$ cat src/sv/assert_macros.svh
// Assertion macros used by the datapath RTL of the block table heap allocator.
`ifndef ASSERT_MACROS_SVH
`define ASSERT_MACROS_SVH
`ifndef SYNTH
// prop must hold at every clock edge outside reset
`define ASSERT_CLKD(lbl, clk, rst_n, prop) \
    lbl: assert property (@(posedge clk) disable iff (!rst_n) prop) \
        else $error("%m: assertion failed");
// cond must never be true at a clock edge outside reset
`define ASSERT_NEVER(lbl, clk, rst_n, cond) \
    lbl: assert property (@(posedge clk) disable iff (!rst_n) !(cond)) \
        else $error("%m: forbidden condition seen");
`else
`define ASSERT_CLKD(lbl, clk, rst_n, prop)
`define ASSERT_NEVER(lbl, clk, rst_n, cond)
`endif
`endif

$ cat src/sv/btha_pkg.sv
// Package of the block table heap allocator: constants, flag codes and control structs.
package btha_pkg;

    localparam int BLOCK_BYTES_DEF = 4096;
    localparam int TABLE_DEPTH_DEF = 1024;

    localparam int FLAG_W     = 3;
    localparam int CFG_W      = 32;
    localparam int BCOUNT_W   = 11;
    localparam int CFG_IDX_W  = 1;

    localparam logic [FLAG_W-1:0] FLAG_NONE  = 3'b000;
    localparam logic [FLAG_W-1:0] FLAG_TAKEN = 3'b001;
    localparam logic [FLAG_W-1:0] FLAG_FIRST = 3'b010;
    localparam logic [FLAG_W-1:0] FLAG_NEXT  = 3'b100;
    localparam logic [7:0]        FREE_MASK  = 8'h0f;

    localparam logic [CFG_IDX_W-1:0] CFG_IDX_BASE  = 1'b0;
    localparam logic [CFG_IDX_W-1:0] CFG_IDX_COUNT = 1'b1;

    localparam logic [CFG_W-1:0]    BASE_RESET  = 32'h0000_0000;
    localparam logic [BCOUNT_W-1:0] COUNT_RESET = 11'd1024;

    localparam logic MODE_ALLOC = 1'b0;
    localparam logic MODE_FREE  = 1'b1;

    typedef struct packed {
        logic clear_step;
        logic load;
        logic scan_init;
        logic scan_step;
        logic mark_step;
        logic free_init;
        logic free_rd;
        logic free_wr;
        logic put;
        logic put_ok;
    } t_cmd;

    typedef struct packed {
        logic clear_last;
        logic mode;
        logic req_bad;
        logic blk_bad;
        logic scan_hit;
        logic scan_end;
        logic mark_last;
        logic free_more;
        logic out_busy;
    } t_stat;

endpackage

$ cat src/sv/btha_ram.sv
// Generic simple dual-port RAM, one write and one registered read port.
module btha_ram #(
    parameter int WIDTH = 8,
    parameter int DEPTH = 16
) (
    input  logic                     i_clk,
    input  logic                     i_we,
    input  logic [$clog2(DEPTH)-1:0] i_waddr,
    input  logic [WIDTH-1:0]         i_wdata,
    input  logic                     i_re,
    input  logic [$clog2(DEPTH)-1:0] i_raddr,
    output logic [WIDTH-1:0]         o_rdata
);

    logic [WIDTH-1:0] r_mem [DEPTH];
    logic [WIDTH-1:0] r_rdata;

    always_ff @(posedge i_clk) begin
        if (i_we) begin
            r_mem[i_waddr] <= i_wdata;
        end
        if (i_re) begin
            r_rdata <= r_mem[i_raddr];
        end
    end

    assign o_rdata = r_rdata;

endmodule

$ cat src/sv/btha_dp.sv
// Datapath of the block table heap allocator: config, table RAM, scan and result registers.
`include "assert_macros.svh"
module btha_dp #(
    parameter int BLOCK_BYTES = btha_pkg::BLOCK_BYTES_DEF,
    parameter int TABLE_DEPTH = btha_pkg::TABLE_DEPTH_DEF
) (
    input  logic                                i_clk,
    input  logic                                i_rst_n,
    input  btha_pkg::t_cmd                      i_cmd,
    output btha_pkg::t_stat                     o_stat,
    input  logic                                i_cfg_we,
    input  logic [btha_pkg::CFG_IDX_W-1:0]      i_cfg_index,
    input  logic [btha_pkg::CFG_W-1:0]          i_cfg_data,
    input  logic [63:0]                         i_s_tdata,
    input  logic                                i_s_tuser,
    output logic                                o_m_tvalid,
    input  logic                                i_m_tready,
    output logic [31:0]                         o_m_tdata,
    output logic                                o_m_tuser
);
    import btha_pkg::*;

    localparam int BLOCK_SHIFT = $clog2(BLOCK_BYTES);
    localparam int IDX_W = $clog2(TABLE_DEPTH);
    localparam int CNT_W = $clog2(TABLE_DEPTH + 1);
    localparam int REQ_W = 33 - BLOCK_SHIFT;
    localparam int BLK_W = 32 - BLOCK_SHIFT;
    localparam int CMP_W = (REQ_W > CNT_W) ? REQ_W : CNT_W;
    localparam logic [31:0] LOW_MASK = 32'(BLOCK_BYTES - 1);

    // configuration
    logic [CFG_W-1:0]    r_base;
    logic [BCOUNT_W-1:0] r_block_count;

    // current request
    logic             r_mode;
    logic [REQ_W-1:0] r_req;
    logic [BLK_W-1:0] r_blk;

    // clear pass, scan and run pointers
    logic [IDX_W-1:0] r_clr_idx;
    logic [CNT_W-1:0] r_rd_idx;
    logic             r_pv;
    logic [IDX_W-1:0] r_pidx;
    logic [CNT_W-1:0] r_run;
    logic [IDX_W-1:0] r_sb;
    logic [IDX_W-1:0] r_end;
    logic [IDX_W-1:0] r_ptr;

    // result register
    logic        r_out_valid;
    logic [31:0] r_out_addr;
    logic        r_out_ok;

    logic [31:0]       base_al;
    logic [CNT_W-1:0]  blocks_used;
    logic [CNT_W-1:0]  req_cnt;
    logic [32:0]       req_sum;
    logic [31:0]       free_off;
    logic [FLAG_W-1:0] ram_rdata;
    logic [FLAG_W-1:0] ram_wdata;
    logic [FLAG_W-1:0] mark_flags;
    logic [IDX_W-1:0]  ram_waddr;
    logic [IDX_W-1:0]  ram_raddr;
    logic              ram_we;
    logic              ram_re;
    logic              scan_rd;
    logic              entry_free;
    logic [CNT_W-1:0]  run_inc;
    logic              scan_hit;
    logic [IDX_W-1:0]  hit_sb;
    logic [IDX_W-1:0]  hit_end;
    logic              free_more;

    assign base_al = r_base & ~LOW_MASK;

    always_comb begin
        if (32'(r_block_count) > 32'(TABLE_DEPTH)) begin
            blocks_used = CNT_W'(TABLE_DEPTH);
        end else begin
            blocks_used = CNT_W'(r_block_count);
        end
    end

    assign req_cnt  = CNT_W'(r_req);
    assign req_sum  = {1'b0, i_s_tdata[31:0]} + 33'(BLOCK_BYTES - 1);
    assign free_off = i_s_tdata[63:32] - base_al;

    // scan: data of r_pidx arrives while r_rd_idx is read
    assign scan_rd    = i_cmd.scan_step && (r_rd_idx < blocks_used);
    assign entry_free = ((8'(ram_rdata) & FREE_MASK) == 8'h00);
    assign run_inc    = r_run + CNT_W'(1);
    assign scan_hit   = r_pv && entry_free && (run_inc == req_cnt);
    assign hit_sb     = r_pidx - IDX_W'(r_run);
    assign hit_end    = IDX_W'(CNT_W'(hit_sb) + req_cnt - CNT_W'(1));

    assign mark_flags = FLAG_TAKEN
                      | ((r_ptr == r_sb)  ? FLAG_FIRST : FLAG_NONE)
                      | ((r_ptr != r_end) ? FLAG_NEXT  : FLAG_NONE);

    assign free_more = ((ram_rdata & FLAG_NEXT) != FLAG_NONE)
                    && ((CNT_W'(r_ptr) + CNT_W'(1)) < blocks_used);

    assign ram_we    = i_cmd.clear_step || i_cmd.mark_step || i_cmd.free_wr;
    assign ram_waddr = i_cmd.clear_step ? r_clr_idx : r_ptr;
    assign ram_wdata = i_cmd.mark_step ? mark_flags : FLAG_NONE;
    assign ram_re    = scan_rd || i_cmd.free_rd;
    assign ram_raddr = i_cmd.scan_step ? r_rd_idx[IDX_W-1:0] : r_ptr;

    btha_ram #(
        .WIDTH (FLAG_W),
        .DEPTH (TABLE_DEPTH)
    ) u_table (
        .i_clk   (i_clk),
        .i_we    (ram_we),
        .i_waddr (ram_waddr),
        .i_wdata (ram_wdata),
        .i_re    (ram_re),
        .i_raddr (ram_raddr),
        .o_rdata (ram_rdata)
    );

    // control registers
    always_ff @(posedge i_clk) begin
        if (!i_rst_n) begin
            r_base        <= BASE_RESET;
            r_block_count <= COUNT_RESET;
            r_clr_idx     <= '0;
            r_pv          <= 1'b0;
            r_out_valid   <= 1'b0;
        end else begin
            if (i_cfg_we) begin
                case (i_cfg_index)
                    CFG_IDX_BASE:  r_base <= i_cfg_data;
                    CFG_IDX_COUNT: r_block_count <= i_cfg_data[BCOUNT_W-1:0];
                    default:       r_base <= r_base;
                endcase
            end
            if (i_cmd.clear_step) begin
                r_clr_idx <= r_clr_idx + IDX_W'(1);
            end
            r_pv <= scan_rd;
            if (i_cmd.put) begin
                r_out_valid <= 1'b1;
            end else if (i_m_tready) begin
                r_out_valid <= 1'b0;
            end
        end
    end

    // payload registers
    always_ff @(posedge i_clk) begin
        if (i_cmd.load) begin
            r_mode <= i_s_tuser;
            r_req  <= REQ_W'(req_sum >> BLOCK_SHIFT);
            r_blk  <= BLK_W'(free_off >> BLOCK_SHIFT);
        end
        if (i_cmd.scan_init) begin
            r_rd_idx <= '0;
            r_run    <= '0;
        end else if (i_cmd.scan_step) begin
            if (scan_rd) begin
                r_rd_idx <= r_rd_idx + CNT_W'(1);
            end
            r_pidx <= r_rd_idx[IDX_W-1:0];
            if (r_pv) begin
                r_run <= entry_free ? run_inc : '0;
            end
        end
        if (scan_hit) begin
            r_sb  <= hit_sb;
            r_end <= hit_end;
            r_ptr <= hit_sb;
        end else if (i_cmd.free_init) begin
            r_ptr <= IDX_W'(r_blk);
        end else if (i_cmd.mark_step || (i_cmd.free_wr && free_more)) begin
            r_ptr <= r_ptr + IDX_W'(1);
        end
        if (i_cmd.put) begin
            r_out_ok <= i_cmd.put_ok;
            if (i_cmd.put_ok && (r_mode == MODE_ALLOC)) begin
                r_out_addr <= base_al + (32'(r_sb) << BLOCK_SHIFT);
            end else begin
                r_out_addr <= 32'h0;
            end
        end
    end

    always_comb begin
        o_stat.clear_last = (r_clr_idx == IDX_W'(TABLE_DEPTH - 1));
        o_stat.mode       = r_mode;
        o_stat.req_bad    = (r_req == '0) || (CMP_W'(r_req) > CMP_W'(blocks_used));
        o_stat.blk_bad    = (CMP_W'(r_blk) >= CMP_W'(blocks_used));
        o_stat.scan_hit   = scan_hit;
        o_stat.scan_end   = r_pv && !scan_hit
                         && ((CNT_W'(r_pidx) + CNT_W'(1)) == blocks_used);
        o_stat.mark_last  = (r_ptr == r_end);
        o_stat.free_more  = free_more;
        o_stat.out_busy   = r_out_valid && !i_m_tready;
    end

    assign o_m_tvalid = r_out_valid;
    assign o_m_tdata  = r_out_addr;
    assign o_m_tuser  = r_out_ok;

    `ASSERT_NEVER(a_put_when_busy, i_clk, i_rst_n, i_cmd.put && r_out_valid && !i_m_tready)
    `ASSERT_CLKD(a_mark_in_run, i_clk, i_rst_n, i_cmd.mark_step |-> (r_ptr <= r_end))
    `ASSERT_CLKD(a_free_in_use, i_clk, i_rst_n, i_cmd.free_wr |-> (CNT_W'(r_ptr) < blocks_used))
    `ASSERT_CLKD(a_hit_fits, i_clk, i_rst_n, scan_hit |-> ((32'(hit_sb) + 32'(req_cnt)) <= 32'(blocks_used)))

endmodule

$ cat src/sv/btha_ctrl.sv
// Controller state machine of the block table heap allocator.
module btha_ctrl (
    input  logic            i_clk,
    input  logic            i_rst_n,
    input  logic            i_s_tvalid,
    output logic            o_s_tready,
    input  btha_pkg::t_stat i_stat,
    output btha_pkg::t_cmd  o_cmd
);
    import btha_pkg::*;

    typedef enum logic [2:0] {
        S_CLEAR,
        S_IDLE,
        S_CHECK,
        S_SCAN,
        S_MARK,
        S_FREE_RD,
        S_FREE_WR,
        S_DONE
    } t_state;

    t_state r_state, n_state;
    logic   r_ok, n_ok;

    always_comb begin
        n_state = r_state;
        n_ok    = r_ok;
        o_cmd   = '0;
        case (r_state)
            S_CLEAR: begin
                o_cmd.clear_step = 1'b1;
                if (i_stat.clear_last) begin
                    n_state = S_IDLE;
                end
            end
            S_IDLE: begin
                o_cmd.load = i_s_tvalid;
                if (i_s_tvalid) begin
                    n_state = S_CHECK;
                end
            end
            S_CHECK: begin
                if (i_stat.mode == MODE_ALLOC) begin
                    if (i_stat.req_bad) begin
                        n_ok    = 1'b0;
                        n_state = S_DONE;
                    end else begin
                        o_cmd.scan_init = 1'b1;
                        n_state         = S_SCAN;
                    end
                end else begin
                    if (i_stat.blk_bad) begin
                        n_ok    = 1'b0;
                        n_state = S_DONE;
                    end else begin
                        o_cmd.free_init = 1'b1;
                        n_state         = S_FREE_RD;
                    end
                end
            end
            S_SCAN: begin
                o_cmd.scan_step = 1'b1;
                if (i_stat.scan_hit) begin
                    n_state = S_MARK;
                end else if (i_stat.scan_end) begin
                    n_ok    = 1'b0;
                    n_state = S_DONE;
                end
            end
            S_MARK: begin
                o_cmd.mark_step = 1'b1;
                if (i_stat.mark_last) begin
                    n_ok    = 1'b1;
                    n_state = S_DONE;
                end
            end
            S_FREE_RD: begin
                o_cmd.free_rd = 1'b1;
                n_state       = S_FREE_WR;
            end
            S_FREE_WR: begin
                o_cmd.free_wr = 1'b1;
                if (i_stat.free_more) begin
                    n_state = S_FREE_RD;
                end else begin
                    n_ok    = 1'b1;
                    n_state = S_DONE;
                end
            end
            S_DONE: begin
                if (!i_stat.out_busy) begin
                    o_cmd.put    = 1'b1;
                    o_cmd.put_ok = r_ok;
                    n_state      = S_IDLE;
                end
            end
            default: begin
                n_state = S_IDLE;
            end
        endcase
    end

    always_ff @(posedge i_clk) begin
        if (!i_rst_n) begin
            r_state <= S_CLEAR;
            r_ok    <= 1'b0;
        end else begin
            r_state <= n_state;
            r_ok    <= n_ok;
        end
    end

    assign o_s_tready = (r_state == S_IDLE);

endmodule

$ cat src/sv/block_table_heap_allocator.sv
// Allocate: accept, check, first-fit scan of the table, marking of the run it finds (each
// one entry a cycle), result. Free: accept, check, then per entry of the run a RAM read and a
// write back that clears it, then the result. A request rejected at the check, or an allocate
// whose scan of the blocks in use finds no room, goes on to the result. One request at a time;
// the next is taken while the last result waits in its register. Reset (sync, active low) sets
// base 0 and block_count 1024, then clears the table RAM; no request is taken until it ends.
module block_table_heap_allocator #(
    parameter int BLOCK_BYTES = btha_pkg::BLOCK_BYTES_DEF, // power of two, 16 to 1M
    parameter int TABLE_DEPTH = btha_pkg::TABLE_DEPTH_DEF  // 2 to 65536 entries
) (
    input  logic                           i_clk,
    input  logic                           i_rst_n,
    // configuration write port: index 0 base_address, index 1 block_count
    input  logic                           i_cfg_we,
    input  logic [btha_pkg::CFG_IDX_W-1:0] i_cfg_index,
    input  logic [btha_pkg::CFG_W-1:0]     i_cfg_data,
    // request stream
    input  logic                           s_axis_tvalid,
    output logic                           s_axis_tready,
    input  logic [63:0]                    s_axis_tdata,  // [31:0] request_bytes, [63:32] free_address
    input  logic                           s_axis_tuser,  // [0] mode: 0 allocate, 1 free
    // result stream
    output logic                           m_axis_tvalid,
    input  logic                           m_axis_tready,
    output logic [31:0]                    m_axis_tdata,  // [31:0] result_address
    output logic                           m_axis_tuser   // [0] success
);
    import btha_pkg::*;

    t_cmd  cmd;
    t_stat stat;

    // Sequencer: clear pass, request check, scan/mark or read/clear loop, result hand-off.
    btha_ctrl u_ctrl (
        .i_clk      (i_clk),
        .i_rst_n    (i_rst_n),
        .i_s_tvalid (s_axis_tvalid),
        .o_s_tready (s_axis_tready),
        .i_stat     (stat),
        .o_cmd      (cmd)
    );

    // Table RAM, config registers, first-fit run counter and result register.
    btha_dp #(
        .BLOCK_BYTES (BLOCK_BYTES),
        .TABLE_DEPTH (TABLE_DEPTH)
    ) u_dp (
        .i_clk       (i_clk),
        .i_rst_n     (i_rst_n),
        .i_cmd       (cmd),
        .o_stat      (stat),
        .i_cfg_we    (i_cfg_we),
        .i_cfg_index (i_cfg_index),
        .i_cfg_data  (i_cfg_data),
        .i_s_tdata   (s_axis_tdata),
        .i_s_tuser   (s_axis_tuser),
        .o_m_tvalid  (m_axis_tvalid),
        .i_m_tready  (m_axis_tready),
        .o_m_tdata   (m_axis_tdata),
        .o_m_tuser   (m_axis_tuser)
    );

endmodule
$ cat config.mk
export PLATFORM = sky130hd
export DESIGN_NAME = block_table_heap_allocator
export DESIGN_NICKNAME = d
export VERILOG_FILES = /design/src/sv/btha_pkg.sv /design/src/sv/btha_ram.sv /design/src/sv/btha_dp.sv /design/src/sv/btha_ctrl.sv /design/src/sv/block_table_heap_allocator.sv
export VERILOG_INCLUDE_DIRS = /design/src /design/src/sv
export SDC_FILE = /design/constraint.sdc
export NUM_CORES = 2
export LEC_CHECK = 0
export BUFFER_PORTS_ARGS = -buffer_cell sky130_fd_sc_hd__buf_2
export CORE_MARGIN = 2
export CORE_UTILIZATION = 28
export CTS_BUF_LIST = sky130_fd_sc_hd__clkbuf_8
export DETAILED_ROUTE_END_ITERATION = 8
export PLACE_DENSITY = 0.5
export SLEW_MARGIN = 5
export SYNTH_ARGS = -nofsm -noshare
export SYNTH_HDL_FRONTEND = slang
export SYNTH_SLANG_ARGS = --single-unit
$ cat constraint.sdc
create_clock -name i_clk -period 203.6 [get_ports i_clk]
set_clock_uncertainty 0.05 [all_clocks]
set_input_delay 0 -clock i_clk [delete_from_list [all_inputs] [get_ports i_clk]]
set_output_delay 0 -clock i_clk [all_outputs]
set_load 0.02 [all_outputs]
# ---- After elaboration in Yosys (flattened, before gate mapping)
# Memory sizes are Yosys's and may differ from the RTL's. A register that Yosys moved wholly into a read port is not among the register bits.
# Cells that the tools add are included.
dict set report totals {
  wordCells 139
  in_bits 103
  latchBits 0
  ramBits 3072
  mem_bits_ro 0
  reg_bits 196
  output_inout_bits 35
  mem_count 1
}
# name words width rd rd_ports_with_merged_regs wr line
set mem_list {}
lappend mem_list {u_dp.u_table.r_mem 1024 3 1 1 1 btha_ram.sv:15} ;# logic [WIDTH-1:0] r_mem [DEPTH];
dict set report op_classes {
  eq_ne 23
  addsub 12
  reduce_logical 29
  shifts 0
  bitwise 4
  mux 47
  magnitude_cmp 5
  div 0
  n_mul 0
}
# cell count
set op_table {}
lappend op_table {{10-bit 2-to-1 mux} 5}
lappend op_table {{32-bit by 12-bit adder with 33-bit output, second input constant} 1}
lappend op_table {{32-bit by 22-bit adder with 32-bit output} 1}
lappend op_table {{32-bit subtractor} 1}
lappend op_table {{3-bit 2-to-1 mux} 10}
lappend op_table {{3-bit one-hot mux with 8 select lines} 1}
lappend op_table {{1-bit 2-to-1 mux} 23}
lappend op_table {{10-bit by 1-bit adder with 11-bit output, second input constant} 2}
lappend op_table {{11-bit by 1-bit adder with 11-bit output, second input constant} 2}
lappend op_table {{11-bit == test} 2}
lappend op_table {{11-bit less-than comparator} 2}
lappend op_table {{11-bit 2-to-1 mux} 2}
lappend op_table {{21-bit by 11-bit greater-than comparator with 1-bit output} 1}
lappend op_table {{21-bit zero test} 1}
lappend op_table {{10-bit by 1-bit adder with 10-bit output, second input constant} 2}
lappend op_table {{10-bit == test} 2}
lappend op_table {{20-bit by 11-bit greater-or-equal comparator with 1-bit output} 1}
lappend op_table {{2-bit inequality test, second input constant} 7}
lappend op_table {{3-bit == test, second input constant} 4}
lappend op_table {{11-bit greater-than comparator, second input constant} 1}
lappend op_table {{10-bit adder} 1}
lappend op_table {{10-bit == test, second input constant} 1}
lappend op_table {{2-bit 2-to-1 mux} 5}
lappend op_table {{10-bit inequality test} 1}
lappend op_table {{other kinds (20)} 41}

# ---- Logic depth before layout (Yosys ltp)
dict set report logic_depth {
  word_depth 9
  depth_mapped 20
  mapped_depth_nobuf 20
}

# ---- Hierarchy
# Synthesis repeated with hierarchy kept, for this count alone.
dict set report hier_totals {
  cells_unflattened 7827
  hier_area_um2 135588.8
}
# mod cells_each instances area_each_um2
set modules_own_cells {}
lappend modules_own_cells {btha_ram 6544 1 123732.4}
lappend modules_own_cells {btha_dp 1232 1 11443.5}
lappend modules_own_cells {btha_ctrl 51 1 412.9}

# ---- Worst setup path after synthesis
# No wires, ideal clock.
dict set report synth_path {
  path_kind {register -> register}
  from {reg u_ctrl.r_state[1]}
  to {mem u_dp.u_table.r_mem[0][1] in the netlist's numbering, data pin}
  t_arrival_ps 78734
  n_path_buf 1
  setup_ps 7773
  setup_slack_ps 117043
  stages_incl_launch_ff 5
  synth_period_minus_slack_ps 86557
  path_cell_list {dfxtp_1 clkbuf_1 nor3_1 nand4_1 nor3_1}
}
# element line
set synth_rtl {}
lappend synth_rtl {{from (decl)} btha_ctrl.sv:23} ;# t_state r_state, n_state;
lappend synth_rtl {{from (signal assigned)} btha_ctrl.sv:109} ;# r_state <= n_state;
lappend synth_rtl {{to (decl)} btha_ram.sv:15}

# ---- Final worst setup path
dict set report layout_path {
  from {reg u_ctrl.r_state[0]}
  to {reg u_dp.u_table.r_rdata[2], in the netlist u_dp.u_table.o_rdata[2] (read register of u_dp.u_table.r_mem), data pin}
}
dict set report layout_via {
  elab_chain_cells 4
  word_cells_on_any_way 7
  cone_classes {2 x eq/ne; 3 x mux; 2 x reduce/logical}
}
# element line
set layout_lines {}
lappend layout_lines {{3-bit by 2-bit == test with 1-bit output} btha_ctrl.sv:30} ;# case (r_state)
lappend layout_lines {{1-bit 2-to-1 mux} btha_ctrl.sv:30}
lappend layout_lines {{1-bit logical AND} btha_dp.sv:90} ;# assign scan_rd = i_cmd.scan_step && (r_rd_idx < blocks_used);
lappend layout_lines {{1-bit logical OR} btha_dp.sv:107} ;# assign ram_re = scan_rd || i_cmd.free_rd;
lappend layout_lines {{to (decl)} btha_ram.sv:16} ;# logic [WIDTH-1:0] r_rdata;
# Parallel ways exist; a longest one is shown, timed or not.
# A chain may end at the register's enable or synchronous reset.

==> out/summary.md <==
Status
* completed — status

Critical path
* reg -> reg — category of the critical setup timing path
* 204.36 ns — Worst EP required
* flop — Crit. End Element
* sky130_fd_sc_hd__dfxtp_1 — Slowest-stage cell, CP
* sky130_fd_sc_hd__buf_4 — CP most frequent cell
* 43 — Max FO, Critical Path
* 1.00 ns — delay of the slowest cell on the worst path
* 5 — Crit path buffers/inverters
* 9.14 ns — data arrival time of the worst path
* buffers and inverters — cell class contributing the biggest share of worst-path delay
* flop — startpoint type of the worst setup path
* nand3b_4, a21oi_4, buf_4, buf_4, buf_4, buf_4, buf_4, mux4_2, a22oi_1, o2111ai_1, nand2_1, nand4_1, or4_1, and4_1 — cell-by-cell listing of the critical path

Layout
* 0.1590 — layout cell share with drive strength beyond 1
* 47010 — Fill cells
* 155400 µm² — post-route cell area
* 9892 — Net count, final
* 15.18% — area delta synth->final
* 0.3242 — fraction of the core area covered by cells at the end of the flow
* 35160 µm² — area of combinational cells with multiple inputs
* 96810 µm² — register area

Yosys
* sky130_fd_sc_hd__edfxtp_1 — most common flop cell mapped by yosys
* 9087 — synthesized instance count
* sky130_fd_sc_hd__edfxtp_1 — cell type with the largest total area after synthesis
* sky130_fd_sc_hd__edfxtp_1, sky130_fd_sc_hd__mux4_2, sky130_fd_sc_hd__nand2_1 — top area cells in the synthesized netlist
* 134900 µm² — total standard cell area after synthesis
* 0 — Yosys warning count
* sky130_fd_sc_hd__edfxtp_1 — most numerous cell in the Yosys netlist
* 94 — distinct cell type count of the synthesized netlist
* 0 — fraction of registers with async set or reset after synthesis
* 3178 — number of enable-type register cells in the synthesized netlist
* sky130_fd_sc_hd__edfxtp_1, sky130_fd_sc_hd__nand2_1, sky130_fd_sc_hd__nor2_1 — top cell types by occurrence after synthesis
* 14.85 µm² — Avg Inst Size Synth
* 0.7176 — share of synthesized area occupied by flip-flops and latches
* 0.7074 — post-synth top area share
* 3247 — number of synthesized register bits

Route
* 5.221 — vias per cell
* 86120 — DR vias
* 0 — # DRC
* 474600 µm — wirelength, routed
* 12020 — Detailed Route Iter0 Violations
* 28.77 µm — WL per Instance
* 6 — detailed-router iteration count before antenna repair
* 0 — antenna-violating nets left

Timing
* 195.23 ns — final setup slack of the worst path
* 119.5 MHz — upper clock frequency limit
* false — RSZ-0062 raised after global routing
* 0 — max-slew violation count
* 0 — Hold Violations, Final
* 0.04112 — share of the clock period used by the worst path
* 0.1045 ns — Hold WS
* 0 ns — Post-Route Setup TNS
* 8.372 ns — final critical-path required period
* 1.402 ns — slew at the pin closest to its max-slew limit
* 0.06160 — relative slew slack
* 0 — Final setup violation count

Power
* 6.630 µV — Max IR drop VDD
* 8.190 nW/µm² — total power per unit cell area
* 53.77 nW — leakage power summed over all cells

Clocking
* sky130_fd_sc_hd__clkbuf_8 — Root Buffer Master
* built — clock tree from TritonCTS
* 0.06 ns — clock-pin slew reported for the worst setup and hold paths after clock tree synthesis
* 539 — CTS Buf Count
* 0 — post-cts resize count
* 4 — clock tree buffer depth
* 1.23 ns — later-pin clock latency in the skew report
* 6 — CTS H-tree depth
* 3247 — clock sink count
* 0 — setup bufs post-CTS

Global routing
* 54 — antenna violations before repair
* 660800 µm — global-route wire length before repair
* 85750 — vias in the first global route
* 199 — pin count of the biggest net entering global routing
* 0 — Remaining Overflow, GRT
* 0.1881 — total routing resource utilization after global routing

Placement
* 195.34 ns — post-placement setup slack
* 282700 µm — detailed placer's ending HPWL
* 112 — count of buffers from port buffering
* 0.8613 — weighted congestion reported at the end of routability-driven placement
* 143200 µm² — post-placement cell area

Floorplan
* 698.1 µm — die extent in y
* 698.1 µm — x dimension of the die
* 138 — I/O Pins
* 254 — std cell rows
* 0.2815 — initial standard-cell utilization of the core
* 487400 µm² — full die area
* 479300 µm² — Core Footprint

Min path
* in -> reg — Hold Path Class

Flow run
* 0 — max-cap violation count

[path summary, 6_finish.rpt]
| path | startpoint | endpoint | slack (ns) | depth (start not counted) |
|---|---|---|---|---|
| min | s_axis_tdata[1] | u_dp.r_req[1] | 0.10 | 5 |
| max | u_ctrl.r_state[0] | u_dp.u_table.o_rdata[2] | 195.23 | 14 |
| min reg2reg | u_dp.r_run[10] | u_dp.r_run[10] | 0.47 | 2 |
| max reg2reg | u_ctrl.r_state[0] | u_dp.u_table.o_rdata[2] | 195.23 | 14 |
[repair_timing]
| action | CTS | global route |
|---|---|---|
| setup endpoints to repair | 0 | 0 |
| endpoints found under the hold margin | 153 | 0 |
| hold buffers | 261 | 0 |
[registers in the layout, indices dropped and copies added (netlist names), 10 cells and up]
| register | cells |
|---|---|
| u_dp.r_run | 11 |
| u_dp.u_table.r_mem | 3072 |
| u_dp.r_rd_idx | 11 |
| u_dp.r_pidx | 10 |
| u_dp.r_blk | 20 |
| u_dp.o_m_tdata | 20 |
| u_dp.r_base | 20 |
| u_dp.r_sb | 10 |
| u_dp.r_ptr | 10 |
| u_dp.r_block_count | 11 |
| u_dp.r_req | 21 |
| u_dp.r_end | 10 |
| u_dp.r_clr_idx | 10 |
[worst reg2reg max path, delay by kind of cell, from the launching register on]
family,cells,cell delay [ns]
buf+inv,5,3.30
simple gates,5,1.86
compound gates,3,1.22
flops,1,1.00
mux,1,0.63
[stage by stage]
stage | instances | total power, W
floorplan | 9098 | 0.0007431
global placement | 15280 | 0.0007493
detailed placement | 15280 | 0.0007493
CTS | 16490 | 0.001281
global route | 16490 | 0.001311
finish | 16500 | 0.001273
[area by class of cell]
| type | count | area share |
|---|---|---|
| inverters | 107 | 0.002585 |
| flip-flops and latches | 3247 | 0.6231 |
| diodes | 8 | 0.0001288 |
| clock inverters | 400 | 0.01342 |
| multi-input cells | 5141 | 0.2263 |
| clock buffers | 545 | 0.04827 |
| repair buffers | 647 | 0.03475 |
| well taps | 6400 | 0.05153 |
[kinds of logic (layout without fill, tap and decap cells)]
group	Yosys count	in the layout	synth area share
compound gates	919	919	0.04665
simple gates	3348	3348	0.1042
other cells	1	20	0.00002780
mux	620	620	0.08613
fa+ha+maj	106	106	0.01005
xor+xnor	136	136	0.008931
buf+inv	710	1699	0.02636
flops	3247	3247	0.7176
[cells in the final DEF, fill, tap and decap left out, types with 21 or more instances in the layout]
cell,instances
sky130_fd_sc_hd__a21oi_1,180
sky130_fd_sc_hd__a22oi_1,76
sky130_fd_sc_hd__a31oi_1,110
sky130_fd_sc_hd__a32oi_1,21
sky130_fd_sc_hd__and3_1,37
sky130_fd_sc_hd__buf_2,112
sky130_fd_sc_hd__buf_4,260
sky130_fd_sc_hd__clkbuf_8,545
sky130_fd_sc_hd__clkinv_1,116
sky130_fd_sc_hd__clkinv_2,42
sky130_fd_sc_hd__dfxtp_1,69
sky130_fd_sc_hd__dlygate4sd3_1,261
sky130_fd_sc_hd__edfxtp_1,3178
sky130_fd_sc_hd__ha_1,102
sky130_fd_sc_hd__inv_1,288
sky130_fd_sc_hd__mux2_2,26
sky130_fd_sc_hd__mux2i_1,158
sky130_fd_sc_hd__mux4_2,428
sky130_fd_sc_hd__nand2_1,1314
sky130_fd_sc_hd__nand2_4,32
sky130_fd_sc_hd__nand3_1,431
sky130_fd_sc_hd__nand4_1,75
sky130_fd_sc_hd__nor2_1,1199
sky130_fd_sc_hd__nor3_1,57
sky130_fd_sc_hd__nor4_1,34
sky130_fd_sc_hd__o2111ai_1,99
sky130_fd_sc_hd__o211ai_1,23
sky130_fd_sc_hd__o21ai_0,122
sky130_fd_sc_hd__o22ai_1,69
sky130_fd_sc_hd__xnor2_1,93
sky130_fd_sc_hd__xor2_1,42
[metal layers]
metal	up-vias	global-route usage	share of wire
li1	35800	-	-
met4	20	0.06673	0.037
met2	4813	0.3006	0.46
met3	844	0.03463	0.095
met5	-	0	0.00027
met1	44640	0.2563	0.40
[where the power goes]
| group | switching (W) | internal (W) |
|---|---|---|
| Combinational | 0.00000962 | 0.00000681 |
| Sequential | 0.000000526 | 0.000723 |
| Clock | 0.000274 | 0.000258 |
| Total | 0.000284 | 0.000988 |
(Power assumes the default switching activity.)
